--- src/design/ttqf_pkg.sv ---
// Shared types and constants of the transition timer with quadratic fit.
// Used by ttqf_ctrl, ttqf_dpath and the top level; depends on nothing.
package ttqf_pkg;

    // Fraction bits of the fixed-point coefficients.
    localparam int FRAC = 32;
    // Width of the short signed multiplier operand (differences of timestamps).
    localparam int MB_W = 23;
    localparam logic [4:0] MCNT_LAST = 5'(MB_W - 1);
    // Dividend shift that marks the saturation bound of the quotient.
    localparam int OVF_SH = 63 - FRAC;

    // Phase codes of the transition tracker.
    localparam logic [2:0] PH_WAIT_REF = 3'd0;
    localparam logic [2:0] PH_ARMED    = 3'd1;
    localparam logic [2:0] PH_REC0     = 3'd2;
    localparam logic [2:0] PH_LAST     = 3'd4;

    // Multiply steps of the divided-difference evaluation, in issue order.
    localparam logic [2:0] MUL_AB   = 3'd0;
    localparam logic [2:0] MUL_DEN  = 3'd1;
    localparam logic [2:0] MUL_X0B  = 3'd2;
    localparam logic [2:0] MUL_X0BC = 3'd3;
    localparam logic [2:0] MUL_X0X1 = 3'd4;
    localparam logic [2:0] MUL_AMBX = 3'd5;
    localparam logic [2:0] MUL_BC   = 3'd6;
    localparam logic [2:0] MUL_SUM  = 3'd7;

    // Division targets.
    localparam logic [1:0] DIV_CONST = 2'd0;
    localparam logic [1:0] DIV_LIN   = 2'd1;
    localparam logic [1:0] DIV_SQ    = 2'd2;

    typedef enum logic [2:0] {
        OP_NONE,
        OP_DIFF,
        OP_MUL,
        OP_DIV,
        OP_ACC
    } t_op;

    // Command from the controller to the datapath.
    typedef struct packed {
        t_op        op;
        logic       ld_ref;
        logic       rec;
        logic [1:0] rec_idx;
        logic [2:0] sel;
    } t_cmd;

    // Status from the datapath to the controller.
    typedef struct packed {
        logic moved;
        logic degen;
        logic done;
    } t_stat;

endpackage

--- src/design/ttqf_ctrl.sv ---
// Controller of the transition timer: phase tracking and fit sequencing.
// Depends on ttqf_pkg for command and status types.
module ttqf_ctrl (
    input  logic            i_clk,
    input  logic            i_rst_n,
    input  logic            i_accept,
    input  ttqf_pkg::t_stat i_stat,
    output ttqf_pkg::t_cmd  o_cmd,
    output logic            o_busy,
    output logic            o_valid
);

    typedef enum logic [3:0] {
        S_IDLE,
        S_EVAL,
        S_DIFF,
        S_CHK,
        S_MUL,
        S_DIV,
        S_ACCW,
        S_DONE
    } t_state;

    t_state         r_state;
    logic [2:0]     r_phase;
    logic [2:0]     r_step;
    logic           r_valid;
    ttqf_pkg::t_cmd r_cmd;

    // State, phase, command and strobe registers.
    always_ff @(posedge i_clk) begin
        if (!i_rst_n) begin
            r_state <= S_IDLE;
            r_phase <= ttqf_pkg::PH_WAIT_REF;
            r_step  <= '0;
            r_valid <= 1'b0;
            r_cmd   <= '{op: ttqf_pkg::OP_NONE, ld_ref: 1'b0, rec: 1'b0,
                         rec_idx: 2'd0, sel: 3'd0};
        end else begin
            r_cmd.op     <= ttqf_pkg::OP_NONE;
            r_cmd.ld_ref <= 1'b0;
            r_cmd.rec    <= 1'b0;
            r_valid      <= 1'b0;
            unique case (r_state)
                S_IDLE: begin
                    if (i_accept) begin
                        r_state <= S_EVAL;
                    end
                end
                S_EVAL: begin
                    r_state <= S_IDLE;
                    if (r_phase == ttqf_pkg::PH_WAIT_REF || r_phase > ttqf_pkg::PH_LAST) begin
                        r_cmd.ld_ref <= 1'b1;
                        r_phase      <= ttqf_pkg::PH_ARMED;
                    end else if (i_stat.moved) begin
                        r_cmd.ld_ref <= 1'b1;
                        if (r_phase == ttqf_pkg::PH_ARMED) begin
                            r_phase <= ttqf_pkg::PH_REC0;
                        end else begin
                            r_cmd.rec     <= 1'b1;
                            r_cmd.rec_idx <= 2'(r_phase - ttqf_pkg::PH_REC0);
                            if (r_phase == ttqf_pkg::PH_LAST) begin
                                r_phase <= ttqf_pkg::PH_ARMED;
                                r_state <= S_DIFF;
                            end else begin
                                r_phase <= r_phase + 3'd1;
                            end
                        end
                    end
                end
                S_DIFF: begin
                    r_cmd.op <= ttqf_pkg::OP_DIFF;
                    r_state  <= S_CHK;
                end
                S_CHK: begin
                    // Timestamps are all recorded now; equal ones end the fit.
                    if (i_stat.degen) begin
                        r_valid <= 1'b1;
                        r_state <= S_DONE;
                    end else begin
                        r_cmd.op  <= ttqf_pkg::OP_MUL;
                        r_cmd.sel <= ttqf_pkg::MUL_AB;
                        r_step    <= ttqf_pkg::MUL_AB;
                        r_state   <= S_MUL;
                    end
                end
                S_MUL: begin
                    if (i_stat.done) begin
                        if (r_step == ttqf_pkg::MUL_SUM) begin
                            r_cmd.op  <= ttqf_pkg::OP_DIV;
                            r_cmd.sel <= {1'b0, ttqf_pkg::DIV_CONST};
                            r_step    <= {1'b0, ttqf_pkg::DIV_CONST};
                            r_state   <= S_DIV;
                        end else begin
                            r_cmd.op  <= ttqf_pkg::OP_MUL;
                            r_cmd.sel <= r_step + 3'd1;
                            r_step    <= r_step + 3'd1;
                        end
                    end
                end
                S_DIV: begin
                    if (i_stat.done) begin
                        if (r_step == {1'b0, ttqf_pkg::DIV_SQ}) begin
                            r_cmd.op <= ttqf_pkg::OP_ACC;
                            r_state  <= S_ACCW;
                        end else begin
                            r_cmd.op  <= ttqf_pkg::OP_DIV;
                            r_cmd.sel <= r_step + 3'd1;
                            r_step    <= r_step + 3'd1;
                        end
                    end
                end
                S_ACCW: begin
                    r_valid <= 1'b1;
                    r_state <= S_DONE;
                end
                S_DONE: begin
                    r_state <= S_IDLE;
                end
                default: begin
                    r_state <= S_IDLE;
                end
            endcase
        end
    end

    assign o_cmd   = r_cmd;
    assign o_busy  = (r_state != S_IDLE);
    assign o_valid = r_valid;

    // The result strobe lasts one cycle and the block is free right after it.
    a_strobe_single: assert property (@(posedge i_clk) disable iff (!i_rst_n)
        r_valid |=> (!r_valid && r_state == S_IDLE))
        else $error("result strobe not followed by idle");

    // Arithmetic units never report completion while the block is idle.
    a_no_done_idle: assert property (@(posedge i_clk) disable iff (!i_rst_n)
        (r_state == S_IDLE) |-> !i_stat.done)
        else $error("unit done while idle");

    // The phase never leaves its defined range.
    a_phase_range: assert property (@(posedge i_clk) disable iff (!i_rst_n)
        r_phase <= ttqf_pkg::PH_LAST)
        else $error("phase out of range");

    // Evaluation only follows an accepted transaction.
    a_eval_after_accept: assert property (@(posedge i_clk) disable iff (!i_rst_n)
        (r_state == S_EVAL) |-> $past(i_accept))
        else $error("evaluation without accepted transaction");

endmodule

--- src/design/ttqf_dpath.sv ---
// Datapath of the transition timer: reference tracking, timestamp store,
// shift-add multiplier, restoring divider and coefficient registers. Uses ttqf_pkg.
module ttqf_dpath (
    input  logic            i_clk,
    input  logic            i_rst_n,
    input  logic            i_accept,
    input  logic [11:0]     i_sample,
    input  logic [19:0]     i_timestamp,
    input  logic            i_band_we,
    input  logic [11:0]     i_band,
    input  ttqf_pkg::t_cmd  i_cmd,
    output ttqf_pkg::t_stat o_stat,
    output logic [63:0]     o_coef_const,
    output logic [63:0]     o_coef_linear,
    output logic [63:0]     o_coef_square,
    output logic [63:0]     o_acceleration,
    output logic            o_degenerate
);

    localparam int MW = ttqf_pkg::MB_W;
    localparam logic [63:0] S64_MAX = {1'b0, {63{1'b1}}};
    localparam logic [63:0] S64_MIN = {1'b1, 63'd0};

    typedef enum logic [1:0] {
        DV_IDLE,
        DV_CHK,
        DV_RUN,
        DV_FIN
    } t_dv;

    function automatic logic [63:0] sx(input logic [MW-1:0] v);
        return {{(64 - MW){v[MW-1]}}, v};
    endfunction

    // Captured transaction, band and reference.
    logic [11:0] r_smp;
    logic [19:0] r_ts;
    logic [11:0] r_band;
    logic [11:0] r_ref;
    logic [19:0] r_x [3];

    // Differences and intermediate products.
    logic [MW-1:0] r_a, r_b, r_c, r_amb;
    logic [63:0]   r_t1, r_den, r_num0, r_num1;
    logic [63:0]   r_coef [3];
    logic [63:0]   r_acc;
    logic          r_degen;
    logic          r_done;

    // Multiplier state.
    logic          r_mrun;
    logic [2:0]    r_msel;
    logic [4:0]    r_mcnt;
    logic [63:0]   r_ma, r_prod;
    logic [MW-1:0] r_mb;

    // Divider state.
    t_dv         r_dv;
    logic [1:0]  r_dsel;
    logic        r_neg;
    logic [63:0] r_un, r_ud, r_rem, r_dvd, r_q;
    logic [5:0]  r_dcnt;

    // Window compare against the current reference.
    logic [12:0] hi_bound, lo_sum;
    assign hi_bound = {1'b0, r_ref} + {1'b0, r_band};
    assign lo_sum   = {1'b0, r_smp} + {1'b0, r_band};

    logic degen_now;
    assign degen_now = (r_x[0] == r_x[1]) || (r_x[1] == r_x[2]) || (r_x[0] == r_x[2]);

    // Difference terms from the recorded timestamps.
    logic [21:0] d_a, d_b, d_c;
    assign d_a = {2'b0, r_x[1]} - {2'b0, r_x[0]};
    assign d_b = {2'b0, r_x[2]} - {2'b0, r_x[1]};
    assign d_c = {2'b0, r_x[2]} - {2'b0, r_x[0]};

    // Multiplier operand selection for each step.
    logic [63:0]   op_ma;
    logic [MW-1:0] op_mb;
    always_comb begin
        op_ma = '0;
        op_mb = '0;
        unique case (i_cmd.sel)
            ttqf_pkg::MUL_AB:   begin op_ma = sx(r_a);  op_mb = r_b;   end
            ttqf_pkg::MUL_DEN:  begin op_ma = r_t1;     op_mb = r_c;   end
            ttqf_pkg::MUL_X0B:  begin op_ma = {44'd0, r_x[0]}; op_mb = r_b; end
            ttqf_pkg::MUL_X0BC: begin op_ma = r_t1;     op_mb = r_c;   end
            ttqf_pkg::MUL_X0X1: begin
                op_ma = {44'd0, r_x[0]};
                op_mb = {{(MW - 20){1'b0}}, r_x[1]};
            end
            ttqf_pkg::MUL_AMBX: begin op_ma = r_t1;     op_mb = r_amb; end
            ttqf_pkg::MUL_BC:   begin op_ma = sx(r_b);  op_mb = r_c;   end
            ttqf_pkg::MUL_SUM:  begin
                op_ma = {43'd0, {1'b0, r_x[0]} + {1'b0, r_x[1]}};
                op_mb = r_amb;
            end
            default: begin op_ma = '0; op_mb = '0; end
        endcase
    end

    // One partial product per cycle; the top bit of the short operand has negative weight.
    logic [63:0] m_add, n_prod;
    logic        m_last;
    assign m_add  = r_mb[0] ? r_ma : 64'd0;
    assign m_last = (r_mcnt == ttqf_pkg::MCNT_LAST);
    assign n_prod = m_last ? r_prod - m_add : r_prod + m_add;

    // Divider operand selection and magnitudes.
    logic [63:0] dv_n, dv_un, dv_ud;
    always_comb begin
        unique case (i_cmd.sel[1:0])
            ttqf_pkg::DIV_CONST: dv_n = r_num0;
            ttqf_pkg::DIV_LIN:   dv_n = r_num1;
            default:             dv_n = sx(r_amb);
        endcase
        dv_un = dv_n[63] ? 64'd0 - dv_n : dv_n;
        dv_ud = r_den[63] ? 64'd0 - r_den : r_den;
    end

    // Saturation check and one restoring step.
    logic          d_ovf;
    logic [64:0]   d_rem2;
    logic          d_ge;
    logic [63:0]   d_mag, d_res;
    assign d_ovf  = {64'd0, r_un} >= ({64'd0, r_ud} << ttqf_pkg::OVF_SH);
    assign d_rem2 = {r_rem, r_dvd[63]};
    assign d_ge   = d_rem2 >= {1'b0, r_ud};
    assign d_mag  = (r_q >> 1) + {63'd0, r_q[0]};
    assign d_res  = r_neg ? 64'd0 - d_mag : (d_mag[63] ? S64_MAX : d_mag);

    // Doubling of the square term with saturation.
    logic [63:0] n_acc;
    always_comb begin
        unique case (r_coef[2][63:62])
            2'b01:   n_acc = S64_MAX;
            2'b10:   n_acc = S64_MIN;
            default: n_acc = {r_coef[2][62:0], 1'b0};
        endcase
    end

    // Control registers of the units.
    always_ff @(posedge i_clk) begin
        if (!i_rst_n) begin
            r_band <= 12'd409;
            r_ref  <= '0;
            r_mrun <= 1'b0;
            r_dv   <= DV_IDLE;
            r_done <= 1'b0;
        end else begin
            r_done <= 1'b0;
            if (i_band_we) begin
                r_band <= i_band;
            end
            if (i_cmd.ld_ref) begin
                r_ref <= r_smp;
            end
            if (i_cmd.op == ttqf_pkg::OP_MUL) begin
                r_mrun <= 1'b1;
            end else if (r_mrun && m_last) begin
                r_mrun <= 1'b0;
                r_done <= 1'b1;
            end
            unique case (r_dv)
                DV_IDLE: begin
                    if (i_cmd.op == ttqf_pkg::OP_DIV) begin
                        r_dv <= DV_CHK;
                    end
                end
                DV_CHK: begin
                    if (d_ovf) begin
                        r_dv   <= DV_IDLE;
                        r_done <= 1'b1;
                    end else begin
                        r_dv <= DV_RUN;
                    end
                end
                DV_RUN: begin
                    if (r_dcnt == 6'd63) begin
                        r_dv <= DV_FIN;
                    end
                end
                DV_FIN: begin
                    r_dv   <= DV_IDLE;
                    r_done <= 1'b1;
                end
                default: r_dv <= DV_IDLE;
            endcase
        end
    end

    // Payload registers.
    always_ff @(posedge i_clk) begin
        if (i_accept) begin
            r_smp <= i_sample;
            r_ts  <= i_timestamp;
        end
        if (i_cmd.rec) begin
            r_x[i_cmd.rec_idx] <= r_ts;
        end
        if (i_cmd.op == ttqf_pkg::OP_DIFF) begin
            r_a     <= MW'({d_a[21], d_a});
            r_b     <= MW'({d_b[21], d_b});
            r_c     <= MW'({d_c[21], d_c});
            r_amb   <= MW'({d_a[21], d_a}) - MW'({d_b[21], d_b});
            r_degen <= degen_now;
            if (degen_now) begin
                r_coef[0] <= '0;
                r_coef[1] <= '0;
                r_coef[2] <= '0;
                r_acc     <= '0;
            end
        end
        // Multiplier.
        if (i_cmd.op == ttqf_pkg::OP_MUL) begin
            r_ma   <= op_ma;
            r_mb   <= op_mb;
            r_prod <= '0;
            r_mcnt <= '0;
            r_msel <= i_cmd.sel;
        end else if (r_mrun) begin
            r_ma   <= r_ma << 1;
            r_mb   <= r_mb >> 1;
            r_prod <= n_prod;
            r_mcnt <= r_mcnt + 5'd1;
            if (m_last) begin
                unique case (r_msel)
                    ttqf_pkg::MUL_DEN:  r_den  <= n_prod;
                    ttqf_pkg::MUL_X0BC: r_num0 <= r_den - n_prod;
                    ttqf_pkg::MUL_AMBX: r_num0 <= r_num0 + n_prod;
                    ttqf_pkg::MUL_SUM:  r_num1 <= r_t1 - n_prod;
                    default:            r_t1   <= n_prod;
                endcase
            end
        end
        // Divider.
        unique case (r_dv)
            DV_IDLE: begin
                if (i_cmd.op == ttqf_pkg::OP_DIV) begin
                    r_un   <= dv_un;
                    r_ud   <= dv_ud;
                    r_neg  <= dv_n[63] ^ r_den[63];
                    r_dsel <= i_cmd.sel[1:0];
                end
            end
            DV_CHK: begin
                r_rem  <= r_un >> ttqf_pkg::OVF_SH;
                r_dvd  <= r_un << (ttqf_pkg::FRAC + 1);
                r_q    <= '0;
                r_dcnt <= '0;
                if (d_ovf) begin
                    r_coef[r_dsel] <= r_neg ? S64_MIN : S64_MAX;
                end
            end
            DV_RUN: begin
                r_rem  <= d_ge ? 64'(d_rem2 - {1'b0, r_ud}) : d_rem2[63:0];
                r_dvd  <= r_dvd << 1;
                r_q    <= {r_q[62:0], d_ge};
                r_dcnt <= r_dcnt + 6'd1;
            end
            DV_FIN: begin
                r_coef[r_dsel] <= d_res;
            end
            default: ;
        endcase
        if (i_cmd.op == ttqf_pkg::OP_ACC) begin
            r_acc <= n_acc;
        end
    end

    assign o_stat.moved = ({1'b0, r_smp} > hi_bound) || (lo_sum < {1'b0, r_ref});
    assign o_stat.degen = degen_now;
    assign o_stat.done  = r_done;

    assign o_coef_const   = r_coef[0];
    assign o_coef_linear  = r_coef[1];
    assign o_coef_square  = r_coef[2];
    assign o_acceleration = r_acc;
    assign o_degenerate   = r_degen;

endmodule

--- src/design/transition_timer_quadratic_fit_unit.sv ---
// Top level of the transition timer with quadratic fit.
// Instantiates ttqf_ctrl and ttqf_dpath; uses ttqf_pkg.
//
//  channel  | handshake         | payload
//  ---------+-------------------+------------------------------------------------
//  item in  | start, busy       | i_sample, i_timestamp
//  result   | o_valid (strobe)  | o_coef_const/linear/square, o_acceleration,
//           |                   | o_degenerate
//  config   | i_band_we         | i_band
//
// An item that records no fit keeps busy high for one cycle after acceptance.
// The item that completes three crossings runs eight shift-add multiplies (23 shift-add
// steps plus issue and handoff) and three restoring divisions (64 steps plus setup,
// rounding and handoff); a saturating division ends at its saturation check, and equal
// timestamps end the item before any multiply.
// The result strobe lasts one cycle, the last busy cycle; the receiver cannot stall it.
// Reset is synchronous, active low, and sets band to 409 and the phase to
// awaiting the reference sample.
module transition_timer_quadratic_fit_unit (
    input  logic               i_clk,
    input  logic               i_rst_n,
    input  logic               start,
    output logic               busy,
    input  logic [11:0]        i_sample,
    input  logic [19:0]        i_timestamp,
    input  logic               i_band_we,
    input  logic [11:0]        i_band,
    output logic               o_valid,
    output logic signed [63:0] o_coef_const,
    output logic signed [63:0] o_coef_linear,
    output logic signed [63:0] o_coef_square,
    output logic signed [63:0] o_acceleration,
    output logic               o_degenerate
);

    ttqf_pkg::t_cmd  cmd;
    ttqf_pkg::t_stat stat;
    logic            accept;

    // A transaction is taken whenever start meets a free block.
    assign accept = start && !busy;

    ttqf_ctrl u_ctrl (
        .i_clk    (i_clk),
        .i_rst_n  (i_rst_n),
        .i_accept (accept),
        .i_stat   (stat),
        .o_cmd    (cmd),
        .o_busy   (busy),
        .o_valid  (o_valid)
    );

    ttqf_dpath u_dpath (
        .i_clk          (i_clk),
        .i_rst_n        (i_rst_n),
        .i_accept       (accept),
        .i_sample       (i_sample),
        .i_timestamp    (i_timestamp),
        .i_band_we      (i_band_we),
        .i_band         (i_band),
        .i_cmd          (cmd),
        .o_stat         (stat),
        .o_coef_const   (o_coef_const),
        .o_coef_linear  (o_coef_linear),
        .o_coef_square  (o_coef_square),
        .o_acceleration (o_acceleration),
        .o_degenerate   (o_degenerate)
    );

endmodule
--- config.mk ---
export PLATFORM = sky130hd
export DESIGN_NAME = transition_timer_quadratic_fit_unit
export DESIGN_NICKNAME = d
export VERILOG_FILES = /design/src/design/ttqf_pkg.sv /design/src/design/ttqf_ctrl.sv /design/src/design/ttqf_dpath.sv /design/src/design/transition_timer_quadratic_fit_unit.sv
export SDC_FILE = /design/constraint.sdc
export NUM_CORES = 2
export LEC_CHECK = 0
export CAP_MARGIN = 15
export CORE_MARGIN = 5
export CORE_UTILIZATION = 55
export CTS_BUF_LIST = sky130_fd_sc_hd__clkbuf_4
export CTS_CLUSTER_DIAMETER = 150
export DETAILED_ROUTE_END_ITERATION = 6
export DONT_BUFFER_PORTS = 1
export HOLD_SLACK_MARGIN = 0.15
export MAX_ROUTING_LAYER = met4
export PLACE_DENSITY = 0.8
export SLEW_MARGIN = 15
export SYNTH_ARGS = -nofsm -noshare
export SYNTH_HDL_FRONTEND = slang
export SYNTH_HIERARCHICAL = 1
export SYNTH_SLANG_ARGS = --single-unit
--- constraint.sdc ---
create_clock -name i_clk -period 11.3 [get_ports i_clk]
set_clock_uncertainty 0.15 [all_clocks]
set_input_delay 0.565 -clock i_clk [delete_from_list [all_inputs] [get_ports i_clk]]
set_output_delay 0.565 -clock i_clk [all_outputs]
set_load 0.02 [all_outputs]
# Word-level counts from Yosys, hierarchy flattened
# Memory sizes are Yosys's and may differ from the RTL's.
# Index checks and enable logic that the tools add are counted.
# totals
mem_bits_rw	252
regBits	973
mem_count	2
# memory_table
memory	depth	word_bits	read_ports	rd_ports_with_merged_regs	wr	line_no	text
u_dpath.r_coef	3	64	3	0	4	ttqf_dpath.sv:45	logic [63:0] r_coef [3];
u_dpath.r_x	3	20	3	0	1	ttqf_dpath.sv:40	logic [19:0] r_x [3];
# classes
n_eq_ne	43
n_mux	76
bitwise	9
order_cmp	5
addsub	22
reduce_logical	40
# op_table
operator	count
one-hot mux 64 bit (2 select lines)	6
two-way mux 64 bit	11
one-hot mux 64 bit (5 select lines)	1
subtractor 64 bit	4
subtractor 1 x 64 -> 64 bit (first input constant)	3
two-way mux 63 bit	3
adder 64 bit	2
greater-or-equal comparator 64 x 95 -> 1 bit	1
one-hot mux 23 bit (4 select lines)	1
greater-or-equal comparator 65 x 64 -> 1 bit	1
adder 63 x 1 -> 64 bit	1
subtractor 20 x 20 -> 21 bit	3
== test 20 bit	3
two-way mux 23 bit	2
two-way mux 3 bit	13
two-way mux 4 bit	9
one-hot mux 4 bit (7 select lines)	1
adder 12 x 12 -> 13 bit	2
== test 3 bit (second input constant)	8
subtractor 21 x 21 -> 22 bit	1
adder 20 x 20 -> 21 bit	1
AND reduction 4 bit	5
two-way mux 1 bit	17
== test 3 x 2 -> 1 bit (second input constant)	5
other kinds (40)	91

# Longest topological paths before layout
# An unclocked memory read counts as a cell.
# logic_depth
word_depth	7
depth_mapped	50
depth_no_buf	44

# By module
# The synthesis kept the hierarchy.
# by_module_without_submodules
mod	cells_per_inst	n_inst	area_each_um2
ttqf_dpath	7852	1	75827.7
ttqf_ctrl	104	1	927.1
transition_timer_quadratic_fit_unit	1	1	13.8

# Worst setup path after synthesis
# OpenSTA, ideal clock, no wires.
# synth_timing
path_kind	register to register
from	register u_dpath.r_mb[0]
to	register u_dpath.r_num0[61], data pin
period_less_slack_ns	9.812
n_path_buf	7
setup_slack_ns	1.488
stages_incl_launch_ff	48
arrival_time_ns	9.394
setup_time_ns	0.268
cell_sequence	edfxtp_1 > clkbuf_1 > clkbuf_1 > clkbuf_1 > clkbuf_1 > buf_1 > nand2_1 > ha_1 > nand2_1 > a21oi_1 > nand3_1 > a21oi_1 > nand3_1 > a21o_1 > a21o_1 > clkbuf_1 > o211ai_1 > ha_1 > [12 not listed] > a21o_1 > a221o_1 > a221oi_1 > o21ai_1 > a311o_1 > a21oi_1 > nor3_1 > nor2_1 > o21ai_0 > o31ai_1 > o21ai_0 > o21ai_0 > nand2b_1 > a21oi_1 > nor3_1 > a211oi_1 > xor2_1 > mux2i_1
# synth_via
elab_chain_cells	5
word_cells_on_any_way	7
cone_classes	add/sub (4); mux (3)
# synth_lines
element	line_no	text
start, declared	ttqf_dpath.sv:55	logic [MW-1:0] r_mb;
start signal, assigned	ttqf_dpath.sv:218	r_mb <= op_mb;
start signal, assigned	ttqf_dpath.sv:224	r_mb <= r_mb >> 1;
two-way mux 64 bit (*)	ttqf_dpath.sv:106	assign m_add = r_mb[0] ? r_ma : 64'd0;
adder 64 bit / subtractor 64 bit (equally long branches)	ttqf_dpath.sv:108	assign n_prod = m_last ? r_prod - m_add : r_prod + m_add;
two-way mux 64 bit (*)	ttqf_dpath.sv:108	
via u_dpath.n_prod[22]	ttqf_dpath.sv:104	logic [63:0] m_add, n_prod;
adder 64 bit / subtractor 64 bit (equally long branches)	ttqf_dpath.sv:231, ttqf_dpath.sv:230	
one-hot mux 64 bit (2 select lines) (*)	ttqf_dpath.sv:228	unique case (r_msel)
end signal, assigned	ttqf_dpath.sv:230	ttqf_pkg::MUL_X0BC: r_num0 <= r_den - n_prod;
end signal, assigned	ttqf_dpath.sv:231	ttqf_pkg::MUL_AMBX: r_num0 <= r_num0 + n_prod;
end, declared	ttqf_dpath.sv:44	logic [63:0] r_t1, r_den, r_num0, r_num1;
# Mark *: on every way through the listed nets, which the timed path passes. The rest lies on a longest branch.
# A chain may end at the register's enable or synchronous reset.

# Worst setup path after layout
# layout_timing
from	register u_dpath.r_ma[7]
to	register u_dpath.r_num1[63], data pin
# layout_via
elab_chain_cells	4
word_cells_on_any_way	5
cone_classes	add/sub (3); mux (2)
# layout_lines
element	line_no	text
start, declared	ttqf_dpath.sv:54	logic [63:0] r_ma, r_prod;
start signal, assigned	ttqf_dpath.sv:217	r_ma <= op_ma;
start signal, assigned	ttqf_dpath.sv:223	r_ma <= r_ma << 1;
two-way mux 64 bit (*)	ttqf_dpath.sv:106	
adder 64 bit / subtractor 64 bit (equally long branches)	ttqf_dpath.sv:108	
two-way mux 64 bit (*)	ttqf_dpath.sv:108	
via u_dpath.n_prod[19]	ttqf_dpath.sv:104	
subtractor 64 bit (*)	ttqf_dpath.sv:232	ttqf_pkg::MUL_SUM: r_num1 <= r_t1 - n_prod;
end signal, assigned	ttqf_dpath.sv:232	
end, declared	ttqf_dpath.sv:44	
# Marks and branches as above.

==> impl_metrics.csv <==
group,metric,value,unit
sta,setup-tns-final,0,ns
finish,syn_to_final_growth,9.53,%
setup_path,critPathMaxStageDelay,0.57,ns
cts,cts_buffer_depth,4,
die,die-area,147000,um2
global_route,grt_max_degree,173,
yosys,synth_ff_type,"edfxtp_1",
die,rows,137,
hold_path,hp-class,"input port to flip-flop",
yosys,synthSimpleGateAreaFrac,0.155,
power_and_ir_drop,p_leak,32.6,nW
setup_path,rr_endpoint,"u_dpath/r_num1[63]$_DFFE_PP_",
setup_path,r2r_setup_slack,0.82,ns
detailed_routing,wire_per_inst,21.7,um
global_route,grt_overflow,0,
detailed_routing,vias_per_cell,6.17,
setup_path,ff2ff_path_depth,38,
yosys,netlist.area_leader.share,0.421,
finish,final_nets,8715,
hold_path,whs_endpoint,"u_dpath/r_ts[18]$_DFFE_PP_",
yosys,synth_area,76800,um2
hold_path,hold_depth,2,
detailed_routing,dr.pass1.iters,7,
yosys,ys_types,112,
sta,slew_headroom,0.210,
yosys,synth-xor-area-share,0.0750,
die,pin_count,307,
yosys,ys_top_cells_by_count,"edfxtp_1 (1076), nand2_1 (835), nor2_1 (767)",
status,violations,"DRC",
sta,rsz0062_at_grt,"false",
placement,dp_slack,0.755,ns
setup_path,startpoint_type,"flip-flop",
setup_path,path_class,"flip-flop to flip-flop",
cts,h-tree-depth,5,
finish,final_core_util,0.604,
setup_path,reg2reg_from,"u_dpath/r_ma[7]$_DFFE_PP_",
setup_path,critPathArrivalTime,11.33,ns
setup_path,crit_required,12.15,ns
sta,worst_slack,0.821,ns
hold_path,hold_path.startpoint,"i_timestamp[18]",
setup_path,cp-end-kind,"flip-flop",
cts,clk_pin_slew,0.08,ns
yosys,async_flop_share,0,
global_route,grt_pass1_wl,344,mm
die,core,139000,um2
finish,drive_gt1_frac,0.0977,
yosys,synthAdderAreaFrac,0.0870,
yosys,synth-warning-count,6,
finish,fillers,11400,
setup_path,path_delay_family,"compound AO/OA/AOI/OAI gates",
yosys,synth-seq-cells,1190,
sta,period_share,0.927,
die,fp.dieH,384,um
placement,dp_hpwl,164,mm
yosys,synth_cells,7957,
detailed_routing,drc,1,
yosys,yosysSeqAreaShare,0.451,
global_route,grt_pass1_vias,61200,
die,initial_core_util,0.552,
sta,tightest_slew,1.18,ns
placement,io_buffer_count,0,
status,status,"complete, but fails checks",
cts,clock_sinks,1190,
cts,cts_inserted_buffers,333,
yosys,synth_top_area_cell,"edfxtp_1",
setup_path,crit_top_cell,"a21oi_1",
power_and_ir_drop,powerDensity,127,nW/um2
cts,cts-root-buf,"clkbuf_4",
setup_path,critPathBufInv,1,
detailed_routing,wl,223,mm
die,die_width,384,um
yosys,synth_nets,8494,
cts,cts_tree,"done",
run,cap_violations,0,
sta,finalMaxSlewViolations,0,
setup_path,path_max_fanout,9,
yosys,synth_edf_count,1076,
yosys,synth_top_family_by_area,"compound AO/OA/AOI/OAI gates",
cts,post-cts-setup-buffer-count,0,
sta,max_freq,95.4,MHz
global_route,track_usage,0.304,
sta,hold_viol,0,
placement,gp_congestion,0.982,
yosys,synth_mux_area_frac,0.0327,
yosys,avgSynthCellArea,9.65,um2
setup_path,slowest_stage,"a2111oi_0",
detailed_routing,postRouteAntennaNets,0,
power_and_ir_drop,ir_drop,0.000135,V
detailed_routing,vias,63500,
sta,setup_violations,0,
sta,min_period,10.48,ns
yosys,synth_area_leaders,"edfxtp_1 (42%), ha_1 (7.8%), a21oi_1 (4.7%)",
yosys,synth-compound-area-share,0.162,
global_route,antenna_found_initial,5,
yosys,yosysMostFrequentCell,"edfxtp_1",
detailed_routing,dr.first_iter.drc_count,6819,
cts,clock_latency,1.35,ns
[layout make-up]
cell class,instances,area [um2],area share
multi-input combinational,6004,39500,0.469
sequential,1190,34600,0.412
tap,1876,2350,0.0279
timing repair buffer,228,2080,0.0247
clock inverter,106,536,0.00637
antenna,8,20.0,0.000238
clock buffer,462,3470,0.0412
inverter,421,1580,0.0188
[how the worst max path moves through the flow]
stage | cells after the start | from | endpoint
floorplan | 47 | u_dpath/r_mb[0]$_DFFE_PP_ | u_dpath/r_num0[61]$_DFFE_PP_
global placement | 40 | u_dpath/r_ma[4]$_DFFE_PP_ | u_dpath/r_num1[63]$_DFFE_PP_
detailed placement | 38 | u_dpath/r_ma[4]$_DFFE_PP_ | u_dpath/r_num1[63]$_DFFE_PP_
CTS | 37 | u_dpath/r_ma[7]$_DFFE_PP_ | u_dpath/r_num1[63]$_DFFE_PP_
global route | 38 | u_dpath/r_ma[7]$_DFFE_PP_ | u_dpath/r_num1[61]$_DFFE_PP_
finish | 38 | u_dpath/r_ma[7]$_DFFE_PP_ | u_dpath/r_num1[63]$_DFFE_PP_
[worst reg2reg max path: cells and delay by family, from the launching register on]
family,cells,cell delay (ns)
AO/OA/AOI/OAI,23,5.87
AND/OR/NAND/NOR,9,2.10
adder cells (fa/ha/maj),3,1.14
flip-flops,1,0.46
XOR/XNOR,2,0.30
buffers and inverters,1,0.14
[metrics by stage]
step,area [um2],std cells,total power [W],hold WS [ns]
finish,84100,10300,0.0107,0.258
global route,84100,10300,0.0112,0.174
CTS,84000,10300,0.0107,0.152
detailed placement,78700,9590,0.00679,0.314
global placement,78700,9590,0.00675,0.291
floorplan,76800,7957,0.00634,0.290
[cell usage in the layout (no fill, tap or decap), types with 40 or more instances in the layout]
cell type,Yosys,final
edfxtp_1,1076,1076
nand2_1,835,828
nor2_1,767,763
a21oi_1,724,723
o21ai_0,536,536
ha_1,477,473
clkbuf_4,0,462
inv_1,414,413
xnor2_1,391,390
xor2_1,238,238
a21o_1,218,218
nand3_1,166,166
and2_1,130,130
dlygate4sd3_1,0,126
mux2i_1,117,117
nor3_1,120,117
nor2b_1,113,112
dfxtp_1,114,111
buf_4,2,98
nand2b_1,92,89
nand4_1,86,86
mux2_2,79,79
o21bai_1,78,78
clkinv_1,2,75
and3_1,74,73
a31oi_1,55,55
or3_1,47,47
o31ai_1,47,47
o21a_1,47,46
nor4_1,45,45
maj3_1,40,40
[cells by family (layout without fill, tap and decap cells)]
group,after synthesis,count (layout)
simple gates,2571,2571
compound gates,2041,2041
flops,1190,1190
buf+inv,763,1217
xor+xnor,641,641
fa+ha+maj,535,535
mux,216,216
other cells,0,8
[sequential cells by signal (all words and copies together), names as in the netlist, 64 cells and up, named ones only]
signal	count
u_dpath/r_coef	192
u_dpath/r_un	64
u_dpath/r_ma	64
u_dpath/r_den	64
u_dpath/r_prod	64
u_dpath/r_num0	64
u_dpath/r_ud	64
u_dpath/r_q	64
u_dpath/r_num1	64
u_dpath/r_rem	64
u_dpath/r_t1	64
u_dpath/o_acceleration	64
[per-layer routing]
metal	routed length, um	up-vias	global-route usage
met5	0	-	-
met4	7110	0	0.103
met3	24600	515	0.0677
met2	98200	3422	0.451
met1	93500	30200	0.415
li1	-	29400	-
[power breakdown]
| group | total, W | internal [W] | leakage, nW | switching (W) |
|---|---|---|---|---|
| clock | 0.00388 | 0.00198 | 2.41 | 0.00190 |
| combinational | 0.00185 | 0.000739 | 20.1 | 0.00111 |
| sequential | 0.00496 | 0.00490 | 10.1 | 0.0000647 |
| total | 0.0107 | 0.00762 | 32.6 | 0.00308 |
[repair_timing]
| item | 4_1_cts | 5_1_grt |
|---|---|---|
| hold buffers | 129 | 0 |
| endpoints found under the setup margin | 0 | 9 |
| hold endpoints to repair | 109 | 0 |
| gates resized for setup | 0 | 2 |
(Power assumes the default switching activity.)
